**config.mk**
```make
export PLATFORM = sky130hd
export DESIGN_NAME = window_and_set_statistics
export DESIGN_NICKNAME = d
export VERILOG_FILES = /design/src/sv/wsst_pkg.sv /design/src/sv/wsst_front.sv /design/src/sv/wsst_queue.sv /design/src/sv/wsst_back.sv /design/src/sv/window_and_set_statistics.sv
export VERILOG_INCLUDE_DIRS = /design/src /design/src/sv
export SDC_FILE = /design/constraint.sdc
export NUM_CORES = 2
export LEC_CHECK = 0
export ABC_AREA = 1
export BUFFER_PORTS_ARGS = -buffer_cell sky130_fd_sc_hd__buf_4
export CORE_AREA = 2 2 651 329
export CTS_BUF_LIST = sky130_fd_sc_hd__clkbuf_8
export DETAILED_ROUTE_END_ITERATION = 16
export DIE_AREA = 0 0 653 331
export GPL_TIMING_DRIVEN = 0
export PLACE_DENSITY = 0.68
export SLEW_MARGIN = 10
export SYNTH_ARGS = -nofsm -noshare
export SYNTH_HDL_FRONTEND = slang
export SYNTH_SLANG_ARGS = --single-unit
```
**constraint.sdc**
```tcl
create_clock -name clock -period 16.75 [get_ports clock]
set_clock_uncertainty 0.15 [all_clocks]
set_input_delay 0.8375 -clock clock [delete_from_list [all_inputs] [get_ports clock]]
set_output_delay 0.8375 -clock clock [all_outputs]
set_load 0.02 [all_outputs]
```
**src/sv/window_and_set_statistics_macros.svh**
```systemverilog
// Assertion macros shared by the window and set statistics RTL.
// Each macro expands to one labeled concurrent assertion on the given clock and reset.
`ifndef WINDOW_AND_SET_STATISTICS_MACROS_SVH
`define WINDOW_AND_SET_STATISTICS_MACROS_SVH

// Condition holds at every edge outside reset.
`define WSS_ASSERT_ALWAYS(label, clk, rst, cond, msg) \
   label: assert property (@(posedge clk) disable iff (rst) (cond)) else $error(msg);

// Antecedent implies consequent at the same edge.
`define WSS_ASSERT_IMPLIES(label, clk, rst, ante, cons, msg) \
   label: assert property (@(posedge clk) disable iff (rst) (ante) |-> (cons)) else $error(msg);

`endif

```
**src/sv/wsst_pkg.sv**
```systemverilog
// Package for the window and set statistics block: widths, codes and payload types.
// Used by wsst_front, wsst_queue, wsst_back and the top level.
`timescale 1ns / 1ps

package wsst_pkg;

   localparam int SAMPLE_W    = 16;
   localparam int WIN_LEN_W   = 11;
   localparam int WINDOW_MAX  = 1024;
   localparam int MAX_SAMPLES = 1048576;
   localparam int WIN_SUM_W   = 27;
   localparam int SET_CNT_W   = 21;
   localparam int SET_SUM_W   = 37;
   localparam int SET_SQ_W    = 51;
   localparam int MEAN_W      = 24;
   localparam int SD_W        = 24;

   localparam int QUEUE_DEPTH = 4;
   localparam int QPTR_W      = 2;
   localparam int QCNT_W      = 3;

   localparam int DIV_W       = 88;
   localparam int DEN_W       = 41;
   localparam int DIV_CNT_W   = 7;
   localparam int PROD_W      = 72;
   localparam int MULB_W      = 36;
   localparam int ROOT_W      = 48;

   localparam logic KIND_WINDOW = 1'b0;
   localparam logic KIND_SET    = 1'b1;

   typedef struct packed {
      logic signed [SAMPLE_W-1:0] sample;
      logic                       end_of_set;
   } req_type;

   typedef struct packed {
      logic                       kind;
      logic signed [SAMPLE_W-1:0] win_min;
      logic signed [SAMPLE_W-1:0] win_max;
      logic signed [MEAN_W-1:0]   win_mean_q8;
      logic signed [MEAN_W-1:0]   set_mean_q8;
      logic        [SD_W-1:0]     set_sd_q8;
      logic                       sd_valid;
      logic                       overflow;
      logic                       last_result;
   } rsp_type;

   // One finished window or set, handed from the front to the back.
   typedef struct packed {
      logic                        kind;
      logic                        last;
      logic signed [SAMPLE_W-1:0]  win_min;
      logic signed [SAMPLE_W-1:0]  win_max;
      logic signed [SET_SUM_W-1:0] total;
      logic        [SET_CNT_W-1:0] count;
      logic        [SET_SQ_W-1:0]  square;
      logic                        overflow;
   } job_type;

endpackage

```
**src/sv/wsst_front.sv**
```systemverilog
// Front end: takes samples, keeps window and set accumulators, emits finished jobs.
// Depends on wsst_pkg and the shared assertion macros.
`timescale 1ns / 1ps
`include "window_and_set_statistics_macros.svh"

module wsst_front (
   input  logic                                clock,
   input  logic                                reset,
   input  logic                                req_valid,
   output logic                                req_stall,
   input  wsst_pkg::req_type                   req_data,
   input  logic                                csr_valid,
   output logic                                csr_ready,
   input  logic [wsst_pkg::WIN_LEN_W-1:0]      csr_data,
   input  logic                                q_space,
   output logic                                push0,
   output logic                                push1,
   output wsst_pkg::job_type                   job0,
   output wsst_pkg::job_type                   job1
);

   logic [wsst_pkg::WIN_LEN_W-1:0]        window_length_ff, window_length_in;
   logic [wsst_pkg::WIN_LEN_W-1:0]        win_count_ff, win_count_in;
   logic signed [wsst_pkg::SAMPLE_W-1:0]  win_low_ff, win_low_in;
   logic signed [wsst_pkg::SAMPLE_W-1:0]  win_high_ff, win_high_in;
   logic signed [wsst_pkg::WIN_SUM_W-1:0] win_total_ff, win_total_in;
   logic [wsst_pkg::SET_CNT_W-1:0]        set_count_ff, set_count_in;
   logic signed [wsst_pkg::SET_SUM_W-1:0] set_total_ff, set_total_in;
   logic [wsst_pkg::SET_SQ_W-1:0]         set_square_ff, set_square_in;
   logic                                  set_ovf_ff, set_ovf_in;

   logic [wsst_pkg::WIN_LEN_W-1:0]        len_eff;
   logic                                  accept;
   logic signed [wsst_pkg::SAMPLE_W-1:0]  x;
   logic [wsst_pkg::SAMPLE_W-1:0]         ax;
   logic [2*wsst_pkg::SAMPLE_W-1:0]       x_sq;
   logic [wsst_pkg::WIN_LEN_W-1:0]        cnt_new;
   logic signed [wsst_pkg::SAMPLE_W-1:0]  low_new, high_new;
   logic signed [wsst_pkg::WIN_SUM_W-1:0] total_new;
   logic                                  win_done, eos, full;
   logic [wsst_pkg::SET_CNT_W-1:0]        scnt_new;
   logic signed [wsst_pkg::SET_SUM_W-1:0] stot_new;
   logic [wsst_pkg::SET_SQ_W-1:0]         ssq_new;
   logic                                  sovf_new;
   wsst_pkg::job_type                     win_job, set_job;

   assign csr_ready = 1'b1;
   assign req_stall = !q_space;
   assign accept    = req_valid && !req_stall;
   assign x         = req_data.sample;
   assign eos       = req_data.end_of_set;

   always_comb begin
      if (window_length_ff == '0) begin
         len_eff = wsst_pkg::WIN_LEN_W'(1);
      end else if (window_length_ff > wsst_pkg::WIN_LEN_W'(wsst_pkg::WINDOW_MAX)) begin
         len_eff = wsst_pkg::WIN_LEN_W'(wsst_pkg::WINDOW_MAX);
      end else begin
         len_eff = window_length_ff;
      end

      cnt_new   = win_count_ff + wsst_pkg::WIN_LEN_W'(1);
      win_done  = cnt_new >= len_eff;
      low_new   = (win_count_ff == '0 || x < win_low_ff) ? x : win_low_ff;
      high_new  = (win_count_ff == '0 || x > win_high_ff) ? x : win_high_ff;
      total_new = win_total_ff + wsst_pkg::WIN_SUM_W'(x);

      ax   = x[wsst_pkg::SAMPLE_W-1] ? wsst_pkg::SAMPLE_W'(-x) : wsst_pkg::SAMPLE_W'(x);
      x_sq = ax * ax;
      full = set_count_ff >= wsst_pkg::SET_CNT_W'(wsst_pkg::MAX_SAMPLES);
      if (full) begin
         scnt_new = set_count_ff;
         stot_new = set_total_ff;
         ssq_new  = set_square_ff;
      end else begin
         scnt_new = set_count_ff + wsst_pkg::SET_CNT_W'(1);
         stot_new = set_total_ff + wsst_pkg::SET_SUM_W'(x);
         ssq_new  = set_square_ff + wsst_pkg::SET_SQ_W'(x_sq);
      end
      sovf_new = set_ovf_ff || full;

      win_job          = '0;
      win_job.kind     = wsst_pkg::KIND_WINDOW;
      win_job.last     = !eos;
      win_job.win_min  = low_new;
      win_job.win_max  = high_new;
      win_job.total    = wsst_pkg::SET_SUM_W'(total_new);
      win_job.count    = wsst_pkg::SET_CNT_W'(cnt_new);

      set_job          = '0;
      set_job.kind     = wsst_pkg::KIND_SET;
      set_job.last     = 1'b1;
      set_job.total    = stot_new;
      set_job.count    = scnt_new;
      set_job.square   = ssq_new;
      set_job.overflow = sovf_new;

      job0  = win_done ? win_job : set_job;
      job1  = set_job;
      push0 = accept && (win_done || eos);
      push1 = accept && win_done && eos;

      window_length_in = (csr_valid && csr_ready) ? csr_data : window_length_ff;

      win_count_in  = win_count_ff;
      win_low_in    = win_low_ff;
      win_high_in   = win_high_ff;
      win_total_in  = win_total_ff;
      set_count_in  = set_count_ff;
      set_total_in  = set_total_ff;
      set_square_in = set_square_ff;
      set_ovf_in    = set_ovf_ff;
      if (accept) begin
         if (win_done || eos) begin
            win_count_in = '0;
            win_low_in   = '0;
            win_high_in  = '0;
            win_total_in = '0;
         end else begin
            win_count_in = cnt_new;
            win_low_in   = low_new;
            win_high_in  = high_new;
            win_total_in = total_new;
         end
         if (eos) begin
            set_count_in  = '0;
            set_total_in  = '0;
            set_square_in = '0;
            set_ovf_in    = 1'b0;
         end else begin
            set_count_in  = scnt_new;
            set_total_in  = stot_new;
            set_square_in = ssq_new;
            set_ovf_in    = sovf_new;
         end
      end
   end

   always_ff @(posedge clock) begin
      if (reset) begin
         window_length_ff <= wsst_pkg::WIN_LEN_W'(8);
         win_count_ff     <= '0;
         win_low_ff       <= '0;
         win_high_ff      <= '0;
         win_total_ff     <= '0;
         set_count_ff     <= '0;
         set_total_ff     <= '0;
         set_square_ff    <= '0;
         set_ovf_ff       <= 1'b0;
      end else begin
         window_length_ff <= window_length_in;
         win_count_ff     <= win_count_in;
         win_low_ff       <= win_low_in;
         win_high_ff      <= win_high_in;
         win_total_ff     <= win_total_in;
         set_count_ff     <= set_count_in;
         set_total_ff     <= set_total_in;
         set_square_ff    <= set_square_in;
         set_ovf_ff       <= set_ovf_in;
      end
   end

   `WSS_ASSERT_ALWAYS(a_win_count_range, clock, reset,
      win_count_ff < wsst_pkg::WIN_LEN_W'(wsst_pkg::WINDOW_MAX), "window count out of range")
   `WSS_ASSERT_IMPLIES(a_set_count_cap, clock, reset, set_ovf_ff,
      set_count_ff == wsst_pkg::SET_CNT_W'(wsst_pkg::MAX_SAMPLES), "overflow below capacity")

endmodule

```
**src/sv/wsst_queue.sv**
```systemverilog
// Short job queue between front and back; takes up to two jobs per cycle, gives one.
// Depends on wsst_pkg and the shared assertion macros.
`timescale 1ns / 1ps
`include "window_and_set_statistics_macros.svh"

module wsst_queue (
   input  logic              clock,
   input  logic              reset,
   input  logic              push0,
   input  logic              push1,
   input  wsst_pkg::job_type job0,
   input  wsst_pkg::job_type job1,
   output logic              space,
   input  logic              pop,
   output logic              not_empty,
   output wsst_pkg::job_type head
);

   wsst_pkg::job_type                mem_ff [wsst_pkg::QUEUE_DEPTH];
   logic [wsst_pkg::QPTR_W-1:0]      wr_ptr_ff, wr_ptr_in;
   logic [wsst_pkg::QPTR_W-1:0]      rd_ptr_ff, rd_ptr_in;
   logic [wsst_pkg::QCNT_W-1:0]      count_ff, count_in;
   logic                             do_pop;
   logic [wsst_pkg::QPTR_W-1:0]      wr_ptr_b;

   assign not_empty = count_ff != '0;
   assign space     = count_ff <= wsst_pkg::QCNT_W'(wsst_pkg::QUEUE_DEPTH - 2);
   assign head      = mem_ff[rd_ptr_ff];
   assign do_pop    = pop && not_empty;
   assign wr_ptr_b  = wr_ptr_ff + wsst_pkg::QPTR_W'(1);

   always_comb begin
      wr_ptr_in = wr_ptr_ff + wsst_pkg::QPTR_W'(push0) + wsst_pkg::QPTR_W'(push1);
      rd_ptr_in = rd_ptr_ff + wsst_pkg::QPTR_W'(do_pop);
      count_in  = count_ff + wsst_pkg::QCNT_W'(push0) + wsst_pkg::QCNT_W'(push1)
                  - wsst_pkg::QCNT_W'(do_pop);
   end

   always_ff @(posedge clock) begin
      if (reset) begin
         wr_ptr_ff <= '0;
         rd_ptr_ff <= '0;
         count_ff  <= '0;
      end else begin
         wr_ptr_ff <= wr_ptr_in;
         rd_ptr_ff <= rd_ptr_in;
         count_ff  <= count_in;
      end
   end

   always_ff @(posedge clock) begin
      if (push0) begin
         mem_ff[wr_ptr_ff] <= job0;
      end
      if (push1) begin
         mem_ff[wr_ptr_b] <= job1;
      end
   end

   `WSS_ASSERT_ALWAYS(a_queue_count, clock, reset,
      count_ff <= wsst_pkg::QCNT_W'(wsst_pkg::QUEUE_DEPTH), "queue count past depth")
   `WSS_ASSERT_IMPLIES(a_push_order, clock, reset, push1, push0, "second push without first")

endmodule

```
**src/sv/wsst_back.sv**
```systemverilog
// Back end: turns queued jobs into results with a serial divider, multiplier and root.
// Depends on wsst_pkg and the shared assertion macros.
`timescale 1ns / 1ps
`include "window_and_set_statistics_macros.svh"

module wsst_back (
   input  logic              clock,
   input  logic              reset,
   input  logic              q_not_empty,
   input  wsst_pkg::job_type q_head,
   output logic              q_pop,
   output logic              rsp_valid,
   input  logic              rsp_stall,
   output wsst_pkg::rsp_type rsp_data
);

   localparam logic [2:0] S_IDLE  = 3'd0;
   localparam logic [2:0] S_MEAN  = 3'd1;
   localparam logic [2:0] S_SQ    = 3'd2;
   localparam logic [2:0] S_NS2   = 3'd3;
   localparam logic [2:0] S_NN    = 3'd4;
   localparam logic [2:0] S_SDDIV = 3'd5;
   localparam logic [2:0] S_ROOT  = 3'd6;
   localparam logic [2:0] S_DONE  = 3'd7;

   logic [2:0]                        state_ff, state_in;
   wsst_pkg::job_type                 job_ff, job_in;
   logic                              neg_ff, neg_in;
   logic [wsst_pkg::SET_SUM_W-1:0]    mag_ff, mag_in;
   logic [wsst_pkg::DIV_W-1:0]        div_num_ff, div_num_in;
   logic [wsst_pkg::DEN_W-1:0]        div_rem_ff, div_rem_in;
   logic [wsst_pkg::DEN_W-1:0]        div_den_ff, div_den_in;
   logic [wsst_pkg::DIV_CNT_W-1:0]    cnt_ff, cnt_in;
   logic [wsst_pkg::PROD_W-1:0]       mul_a_ff, mul_a_in;
   logic [wsst_pkg::MULB_W-1:0]       mul_b_ff, mul_b_in;
   logic [wsst_pkg::PROD_W-1:0]       acc_ff, acc_in;
   logic [wsst_pkg::PROD_W-1:0]       sq_ff, sq_in;
   logic [wsst_pkg::ROOT_W-1:0]       rt_v_ff, rt_v_in;
   logic [wsst_pkg::ROOT_W-1:0]       rt_res_ff, rt_res_in;
   logic [wsst_pkg::ROOT_W-1:0]       rt_bit_ff, rt_bit_in;
   logic [wsst_pkg::MEAN_W-1:0]       mean_ff, mean_in;
   logic                              rsp_valid_ff, rsp_valid_in;
   wsst_pkg::rsp_type                 rsp_ff, rsp_in;

   logic [wsst_pkg::DEN_W:0]          rem_sh;
   logic                              div_ge;
   logic [wsst_pkg::DEN_W-1:0]        div_rem_nx;
   logic [wsst_pkg::DIV_W-1:0]        div_num_nx;
   logic [wsst_pkg::PROD_W-1:0]       acc_nx;
   logic [wsst_pkg::ROOT_W-1:0]       rt_trial;
   logic                              rt_ge;
   logic [wsst_pkg::SET_SUM_W-1:0]    head_mag;
   logic [wsst_pkg::PROD_W-1:0]       diff;
   logic [wsst_pkg::MEAN_W-1:0]       q_mean;
   logic                              sd_needed;
   logic                              out_free;

   assign rsp_valid = rsp_valid_ff;
   assign rsp_data  = rsp_ff;
   assign out_free  = !rsp_valid_ff || !rsp_stall;

   always_comb begin
      // restoring divider step
      rem_sh     = {div_rem_ff, div_num_ff[wsst_pkg::DIV_W-1]};
      div_ge     = rem_sh >= {1'b0, div_den_ff};
      div_rem_nx = div_ge ? wsst_pkg::DEN_W'(rem_sh - {1'b0, div_den_ff})
                          : wsst_pkg::DEN_W'(rem_sh);
      div_num_nx = {div_num_ff[wsst_pkg::DIV_W-2:0], div_ge};
      // shift-add multiplier step
      acc_nx     = acc_ff + (mul_b_ff[0] ? mul_a_ff : '0);
      // digit-by-digit root step
      rt_trial   = rt_res_ff + rt_bit_ff;
      rt_ge      = rt_v_ff >= rt_trial;

      head_mag   = q_head.total[wsst_pkg::SET_SUM_W-1] ? wsst_pkg::SET_SUM_W'(-q_head.total)
                                                       : wsst_pkg::SET_SUM_W'(q_head.total);
      diff       = (acc_ff >= sq_ff) ? acc_ff - sq_ff : '0;
      q_mean     = div_num_ff[wsst_pkg::MEAN_W-1:0];
      sd_needed  = job_ff.kind == wsst_pkg::KIND_SET
                   && job_ff.count >= wsst_pkg::SET_CNT_W'(2);

      state_in     = state_ff;
      job_in       = job_ff;
      neg_in       = neg_ff;
      mag_in       = mag_ff;
      div_num_in   = div_num_ff;
      div_rem_in   = div_rem_ff;
      div_den_in   = div_den_ff;
      cnt_in       = cnt_ff;
      mul_a_in     = mul_a_ff;
      mul_b_in     = mul_b_ff;
      acc_in       = acc_ff;
      sq_in        = sq_ff;
      rt_v_in      = rt_v_ff;
      rt_res_in    = rt_res_ff;
      rt_bit_in    = rt_bit_ff;
      mean_in      = mean_ff;
      rsp_in       = rsp_ff;
      rsp_valid_in = rsp_valid_ff && rsp_stall;
      q_pop        = 1'b0;

      unique case (state_ff)
         S_IDLE: begin
            if (q_not_empty) begin
               q_pop      = 1'b1;
               job_in     = q_head;
               neg_in     = q_head.total[wsst_pkg::SET_SUM_W-1];
               mag_in     = head_mag;
               // round half away: (mag*512 + n) / (2n)
               div_num_in = wsst_pkg::DIV_W'({head_mag, 9'b0})
                            + wsst_pkg::DIV_W'(q_head.count);
               div_den_in = wsst_pkg::DEN_W'({q_head.count, 1'b0});
               div_rem_in = '0;
               cnt_in     = wsst_pkg::DIV_CNT_W'(wsst_pkg::DIV_W);
               state_in   = S_MEAN;
            end
         end
         S_MEAN: begin
            if (cnt_ff != '0) begin
               div_num_in = div_num_nx;
               div_rem_in = div_rem_nx;
               cnt_in     = cnt_ff - wsst_pkg::DIV_CNT_W'(1);
            end else begin
               if (job_ff.count == '0) begin
                  mean_in = '0;
               end else begin
                  mean_in = neg_ff ? wsst_pkg::MEAN_W'(-q_mean) : q_mean;
               end
               rt_res_in = '0;
               if (sd_needed) begin
                  mul_a_in = wsst_pkg::PROD_W'(mag_ff);
                  mul_b_in = wsst_pkg::MULB_W'(mag_ff);
                  acc_in   = '0;
                  state_in = S_SQ;
               end else begin
                  state_in = S_DONE;
               end
            end
         end
         S_SQ: begin
            if (mul_b_ff != '0) begin
               acc_in   = acc_nx;
               mul_a_in = mul_a_ff << 1;
               mul_b_in = mul_b_ff >> 1;
            end else begin
               sq_in    = acc_ff;
               mul_a_in = wsst_pkg::PROD_W'(job_ff.square);
               mul_b_in = wsst_pkg::MULB_W'(job_ff.count);
               acc_in   = '0;
               state_in = S_NS2;
            end
         end
         S_NS2: begin
            if (mul_b_ff != '0) begin
               acc_in   = acc_nx;
               mul_a_in = mul_a_ff << 1;
               mul_b_in = mul_b_ff >> 1;
            end else begin
               div_num_in = {diff[wsst_pkg::DIV_W-17:0], 16'b0};
               mul_a_in   = wsst_pkg::PROD_W'(job_ff.count);
               mul_b_in   = wsst_pkg::MULB_W'(job_ff.count - wsst_pkg::SET_CNT_W'(1));
               acc_in     = '0;
               state_in   = S_NN;
            end
         end
         S_NN: begin
            if (mul_b_ff != '0) begin
               acc_in   = acc_nx;
               mul_a_in = mul_a_ff << 1;
               mul_b_in = mul_b_ff >> 1;
            end else begin
               div_den_in = acc_ff[wsst_pkg::DEN_W-1:0];
               div_rem_in = '0;
               cnt_in     = wsst_pkg::DIV_CNT_W'(wsst_pkg::DIV_W);
               state_in   = S_SDDIV;
            end
         end
         S_SDDIV: begin
            if (cnt_ff != '0) begin
               div_num_in = div_num_nx;
               div_rem_in = div_rem_nx;
               cnt_in     = cnt_ff - wsst_pkg::DIV_CNT_W'(1);
            end else begin
               rt_v_in   = div_num_ff[wsst_pkg::ROOT_W-1:0];
               rt_res_in = '0;
               rt_bit_in = {2'b01, {(wsst_pkg::ROOT_W-2){1'b0}}};
               state_in  = S_ROOT;
            end
         end
         S_ROOT: begin
            if (rt_bit_ff != '0) begin
               if (rt_ge) begin
                  rt_v_in   = rt_v_ff - rt_trial;
                  rt_res_in = (rt_res_ff >> 1) + rt_bit_ff;
               end else begin
                  rt_res_in = rt_res_ff >> 1;
               end
               rt_bit_in = rt_bit_ff >> 2;
            end else begin
               state_in = S_DONE;
            end
         end
         S_DONE: begin
            if (out_free) begin
               rsp_in             = '0;
               rsp_in.kind        = job_ff.kind;
               rsp_in.last_result = job_ff.last;
               if (job_ff.kind == wsst_pkg::KIND_WINDOW) begin
                  rsp_in.win_min     = job_ff.win_min;
                  rsp_in.win_max     = job_ff.win_max;
                  rsp_in.win_mean_q8 = mean_ff;
               end else begin
                  rsp_in.set_mean_q8 = mean_ff;
                  rsp_in.set_sd_q8   = rt_res_ff[wsst_pkg::SD_W-1:0];
                  rsp_in.sd_valid    = sd_needed;
                  rsp_in.overflow    = job_ff.overflow;
               end
               rsp_valid_in = 1'b1;
               state_in     = S_IDLE;
            end
         end
         default: state_in = S_IDLE;
      endcase
   end

   always_ff @(posedge clock) begin
      if (reset) begin
         state_ff     <= S_IDLE;
         rsp_valid_ff <= 1'b0;
      end else begin
         state_ff     <= state_in;
         rsp_valid_ff <= rsp_valid_in;
      end
   end

   always_ff @(posedge clock) begin
      job_ff     <= job_in;
      neg_ff     <= neg_in;
      mag_ff     <= mag_in;
      div_num_ff <= div_num_in;
      div_rem_ff <= div_rem_in;
      div_den_ff <= div_den_in;
      cnt_ff     <= cnt_in;
      mul_a_ff   <= mul_a_in;
      mul_b_ff   <= mul_b_in;
      acc_ff     <= acc_in;
      sq_ff      <= sq_in;
      rt_v_ff    <= rt_v_in;
      rt_res_ff  <= rt_res_in;
      rt_bit_ff  <= rt_bit_in;
      mean_ff    <= mean_in;
      rsp_ff     <= rsp_in;
   end

   `WSS_ASSERT_IMPLIES(a_sd_path_set_only, clock, reset,
      (state_ff == S_SQ || state_ff == S_NS2 || state_ff == S_NN || state_ff == S_SDDIV
       || state_ff == S_ROOT), sd_needed, "deviation path entered without two set samples")
   `WSS_ASSERT_IMPLIES(a_pop_only_idle, clock, reset, q_pop,
      (state_ff == S_IDLE && q_not_empty), "job taken while busy")

endmodule

```
**src/sv/window_and_set_statistics.sv**
```systemverilog
// Window and set statistics over a stream of signed 16-bit samples.
//
// req channel (req_valid / req_stall / req_data): one sample with its end-of-set mark per
// transfer. Each full window of window_length samples (clamped to 1..1024) yields a window
// result (min, max, Q8 mean); a sample marked end_of_set yields a set result (Q8 mean, Q8
// sample standard deviation, sd_valid, overflow) after any window result of the same sample.
// rsp channel (rsp_valid / rsp_stall / rsp_data): one result per transfer, last_result
// marks the final result caused by a sample. csr channel: writes window_length, always ready.
// The front accepts one sample per cycle unless stalled; finished windows and sets go
// through a four-entry job queue to a back end with a serial divider, shift-add multiplier
// and root unit. A window result needs only the mean divide in the back end; a set result
// of two or more samples adds the deviation divide, the three multiplies and the root.
// The front keeps taking samples while the back end works and stalls only when the queue
// cannot take two more jobs.
// A stalled rsp holds its result; the back end finishes the next job and waits behind it.
// Reset (synchronous) sets window_length to 8 and clears all accumulators and the queue.
// Depends on wsst_pkg, wsst_front, wsst_queue and wsst_back.
`timescale 1ns / 1ps

module window_and_set_statistics (
   input  logic                           clock,
   input  logic                           reset,
   input  logic                           req_valid,
   output logic                           req_stall,
   input  wsst_pkg::req_type              req_data,
   output logic                           rsp_valid,
   input  logic                           rsp_stall,
   output wsst_pkg::rsp_type              rsp_data,
   input  logic                           csr_valid,
   output logic                           csr_ready,
   input  logic [wsst_pkg::WIN_LEN_W-1:0] csr_data
);

   logic              push0, push1, q_space, q_pop, q_not_empty;
   wsst_pkg::job_type job0, job1, q_head;

   wsst_front u_front (
      .clock     (clock),
      .reset     (reset),
      .req_valid (req_valid),
      .req_stall (req_stall),
      .req_data  (req_data),
      .csr_valid (csr_valid),
      .csr_ready (csr_ready),
      .csr_data  (csr_data),
      .q_space   (q_space),
      .push0     (push0),
      .push1     (push1),
      .job0      (job0),
      .job1      (job1)
   );

   wsst_queue u_queue (
      .clock     (clock),
      .reset     (reset),
      .push0     (push0),
      .push1     (push1),
      .job0      (job0),
      .job1      (job1),
      .space     (q_space),
      .pop       (q_pop),
      .not_empty (q_not_empty),
      .head      (q_head)
   );

   wsst_back u_back (
      .clock       (clock),
      .reset       (reset),
      .q_not_empty (q_not_empty),
      .q_head      (q_head),
      .q_pop       (q_pop),
      .rsp_valid   (rsp_valid),
      .rsp_stall   (rsp_stall),
      .rsp_data    (rsp_data)
   );

endmodule
```
* Word-level counts from Yosys, hierarchy flattened
Memories as Yosys holds them, arrays and structs flattened. A register that Yosys moved wholly into a read port is not among the register bits.
Cells that the tools add are included.
Widths: inputs -> output; s select.
** Storage, ports and cells
- Flip-flop bits (word level) :: 1052
- Bits in writable memories :: 576
- Input port bits :: 33
- Output and inout port bits :: 111
- Word-level logic and storage cells :: 233
- Memories kept :: 1
** Cells by class
- Add/sub/neg operators :: 24
- Multiply operators :: 1
- $lt $le $gt $ge :: 10
- Equality and inequality tests :: 21
- Multiplexer cells :: 84
- Bitwise gates (word level) :: 2
- Reductions and logical operators :: 46
** Memories
- u_queue.mem_ff :: words 4, width 144, rd ports 1, clocked after Yosys merged registers in 1, wr ports 2, line wsst_queue.sv:19 : wsst_pkg::job_type mem_ff [wsst_pkg::QUEUE_DEPTH];
** Operator list (number)
- $mux 72 :: 11
- $mux 48 :: 8
- $pmux 48 s2 :: 3
- $pmux 72 s4 :: 1
- $mux 88 :: 3
- $pmux 88 s3 :: 1
- $mux 41 :: 6
- $pmux 72 s3 :: 1
- $mux 144 :: 1
- $mux 36 :: 4
- $pmux 36 s4 :: 1
- $pmux 41 s3 :: 1
- $mux 37 :: 3
- $mux 51 :: 2
- $pmux 41 s2 :: 1
- $mux 16 :: 5
- $add 72x72->72 :: 1
- $ge 72x72->1 :: 1
- $sub 72x72->72 :: 1
- $add 51x32->51 :: 1
- $add 47x48->48 :: 1
- $add 48x48->48 :: 1
- $ge 48x48->1 :: 1
- $reduce_bool 48->1 :: 1
- other kinds (58) :: 128

* Depth between registers and ports, before layout
- Depth after elaboration :: 9
- Mapped depth :: 39
- Depth with buffers taken out :: 38

* Cells and area by module
From an unflattened synthesis, not the netlist that was laid out.
** Second synthesis, totals
- Cell total of the unflattened synthesis :: 15851
- Area, all modules :: 116558.0 µm²
** Modules (own cells, without submodules)
- wsst_back :: instances 1, cells an instance 7564, area an instance 58000.6 µm², seq. area each 24883.9 µm²
- wsst_queue :: instances 1, cells an instance 4248, area an instance 33270.7 µm², seq. area each 17436.7 µm²
- wsst_front :: instances 1, cells an instance 4039, area an instance 25286.8 µm², seq. area each 3823.7 µm²

* Worst setup path before layout
No wires, ideal clock.
- Kind :: register -> register
- Start :: register u_back.state_ff[2]
- End :: register u_back.mul_a_ff[0] (netlist bit), enable pin
- Setup time :: 0.707 ns
- Arrival :: 8.736 ns
- Required time :: 15.893 ns
- Slack :: 7.157 ns
- Cell stages (with the launch flop) :: 7
- Path buffers :: 2
- Period minus slack after synthesis :: 9.593 ns
- Cells stage by stage :: dfxtp_1 clkbuf_1 inv_1 nor2_1 clkbuf_1 a21oi_1 nor3_1
** Between the ends
- Longest elaborated chain between the ends :: 3
- Elaborated cells on any way between the ends :: 9
- Classes of those cells :: eq/ne (7); reduce/logical (2)
** Ends and longest elaborated chain
- start, declared :: line wsst_back.sv:26 : logic [2:0] state_ff, state_in;
- start signal, assigned :: line wsst_back.sv:231 : state_ff <= state_in;
- $eq 3x1->1 (tied with other cells) :: line wsst_back.sv:102 : unique case (state_ff)
- $reduce_bool 4->1 (no line) (tied with other cells)
- $reduce_and 4->1 (no line) (*)
- end signal, assigned :: line wsst_back.sv:244 : mul_a_ff <= mul_a_in;
- end, declared :: line wsst_back.sv:34 : logic [wsst_pkg::PROD_W-1:0] mul_a_ff, mul_a_in;
Every way passes the cells marked *; elsewhere a longest branch is shown, timed or not.
A chain may end at the register's enable or synchronous reset.

==> reports/results.tsv <==
metric	value	unit
status	finished with violations	
violations	capacitance limit, slew limit	
cp_top_family	adder cells	
synth.avg_cell_area	7.95	µm²
dieHeight	331	µm
cpMaxStageDelayCell	clkbuf_1	
powerDensity	203	mW/mm²
whs	66.2	ps
cts_tree	yes	
rows	119	
cp.arrival	10880	ps
io_pins	144	
wl	361000	µm
drtPass1Iterations	7	
endpoint_kind	flip-flop	
vias	95100	
path_buf_inv	11	
tns	0	ps
setup_violations	0	
drv_slew	7	
wl_per_cell	21.7	µm
area_delta_synth_final	9.96	%
cts_setup_buffers	0	
grt_max_degree	55	
fp.dieW	653	µm
dp_hpwl	283000	µm
clk_pin_slew	60	ps
core-area	0.210	mm²
ys_seq_area_share	42.8	%
start_kind	input port	
crit_top_cell	inv_1	
grt_overflow	0	
grt_first_pass_wirelength	533000	µm
ys_async_sr_fraction	0	%
ctsHoldBuffers	12	
port_buffers	141	
cts_resized	0	
fillers	19700	
syn_inst	13200	
initial_core_util	49.9	%
cts_root_buffer	clkbuf_8	
leakage	48.9	nW
place_congestion	1.03	
yosysWarnings	0	
synthFlopType	edfxtp_1	
fin_nets	14400	
synth.distinct_cells	70	
finalCritPeriodShare	60.4	%
cts.sinks	1604	
synth_edf_count	1266	
cts-buffers-inserted	241	
synth_area	0.105	mm²
cts.path.max_buffers	4	
rsz0062_at_grt	false	
synth_top_area_share	36.3	%
critPathRequiredTime	17500	ps
tightest_slew	1510	ps
hp-class	input port to flip-flop	
grt_pass1_vias	87300	
maxCapViolations	1	
track_usage	32.4	%
crit_path_max_fanout	11	
cts_max_level	4	
fmax	0.0988	GHz
cp_slowest_stage_delay	870	ps
viasPerCell	5.73	
ir_drop	0.331	mV
insertion_delay	1050	ps
die_area	0.216	mm²
ys_ff_latch	1604	
drc	0	
crit_type	input port to flip-flop	
hold_viol	0	
postRouteAntennaNets	0	
drive_gt1_share	6.33	%
fin_crit	10120	ps
slew-limit-headroom	-1.95	%
antenna_found_initial	14	
synth.largest_area_cell	edfxtp_1	
drt_iter0_drc	12400	
synthTopCellsByArea	edfxtp_1 (36%), nand2_1 (10%), inv_1 (6.5%), dfxtp_1 (6.5%), ha_1 (6.2%)	
## stage by stage
step	power [W]	cell area [µm²]	cells	util [%]	setup slack [ps]
final	0.0234	115000	16600	54.8	6630
after detailed placement	0.0196	110000	16200	52.5	5740
after CTS	0.0230	115000	16600	54.8	6840
after global placement	0.0196	109000	16100	52.1	1900
after floorplan	0.0151	105000	13200	-	7160
after global routing	0.0249	115000	16600	54.8	6220
## synthesized netlist by cell type, types with 205 or more instances
cell type	count
a21oi_1	822
clkbuf_1	308
dfxtp_1	338
edfxtp_1	1266
fa_1	205
ha_1	517
inv_1	1819
nand2_1	2914
nand3_1	608
nor2_1	1598
o21ai_0	1052
o22ai_1	222
## cells by family (layout without fill, tap and decap cells)
kind of cell	after synthesis	in the layout	synth area share (%)
adder cells (fa/ha/maj)	722	722	10.1
XOR/XNOR	330	330	2.76
buffers and inverters	2284	2926	8.40
other	2	21	0.00717
AND/OR/NAND/NOR	5645	5645	22.2
AO/OA/AOI/OAI	2579	2579	13.7
flip-flops	1604	1604	42.8
## registers in the layout (all words and copies together), names as in the netlist, 41 cells and up
signal and cells:
u_front.set_square_ff 51, u_back.mul_a_ff 72, u_back.div_rem_ff 41, u_queue.mem_ff 576, u_back.job_ff 107, u_back.div_num_ff 88, u_back.rt_res_ff 48, u_back.sq_ff 72
u_back.rt_v_ff 48, u_back.acc_ff 72, u_back.div_den_ff 41, u_back.rsp_data 108
## power breakdown
part | switching [W] | internal (W) | total (W)
sequential | 0.000731 | 0.00572 | 0.00645
clock | 0.00167 | 0.00167 | 0.00334
combinational | 0.00961 | 0.00397 | 0.0136
total | 0.0120 | 0.0114 | 0.0234
## worst paths after layout
kind	startpoint	end	slack, ps	cells after the start
setup / recovery	req_data[1]	u_queue.mem_ff[3][50]$_DFFE_PP_	6630	35
hold / removal	rsp_stall	u_back.rsp_valid$_SDFF_PP0_	70	3
setup reg to reg	u_queue.rd_ptr_ff[0]$_SDFF_PP0_	u_back.div_num_ff[29]$_DFFE_PP_	9930	22
hold reg to reg	u_queue.mem_ff[2][138]$_SDFFE_PP0P_	u_queue.mem_ff[2][138]$_SDFFE_PP0P_	290	2
## cell type report
type	instances	area, µm²	share of cell area, %
well taps	2783	3480	3.02
flip-flops and latches	1604	44800	38.9
clock inverters	162	1070	0.934
clock buffers	267	3670	3.19
repair buffers	213	2000	1.73
multi-input cells	9288	51300	44.6
plain buffers	431	1840	1.60
inverters	1853	6960	6.05
diodes	9	22.5	0.0196
## cells in the final DEF, fill, tap and decap left out, drive strengths merged, types with 110 or more instances in the layout
cell    instances
o22ai         222
a31oi         110
buf           324
nor2         1623
or2           118
nor3          139
o21ai        1069
nand2        2965
nand3         617
edfxtp       1266
xor2          194
clkbuf        575
dfxtp         338
xnor2         136
fa            205
inv          1920
ha            517
a21oi         827
## routing by layer
metal / track usage (%) / share of wire, %
met1: 47.0 / 43
met2: 48.4 / 42
met3: 7.16 / 12
met4: 9.93 / 3.3
met5: 0 / 0.010
## worst register-to-register path: stages (launching register included)
cell and delay, ps:
dfxtp_1 350, buf_6 160, buf_6 160, buf_2 300, clkbuf_1 640, buf_2 450
clkbuf_1 690, nor2_1 110, o22ai_1 730, ha_1 320, fa_1 210, nand2_1 80
o21ai_0 270, inv_1 80, o21a_1 210, o21ai_0 420, nand2_1 100, nand2_1 140
inv_1 120, nor2_4 160, nand2_4 80, o21ai_0 430, o211ai_1 150
No activity file was read; power rests on OpenSTA's default activity.
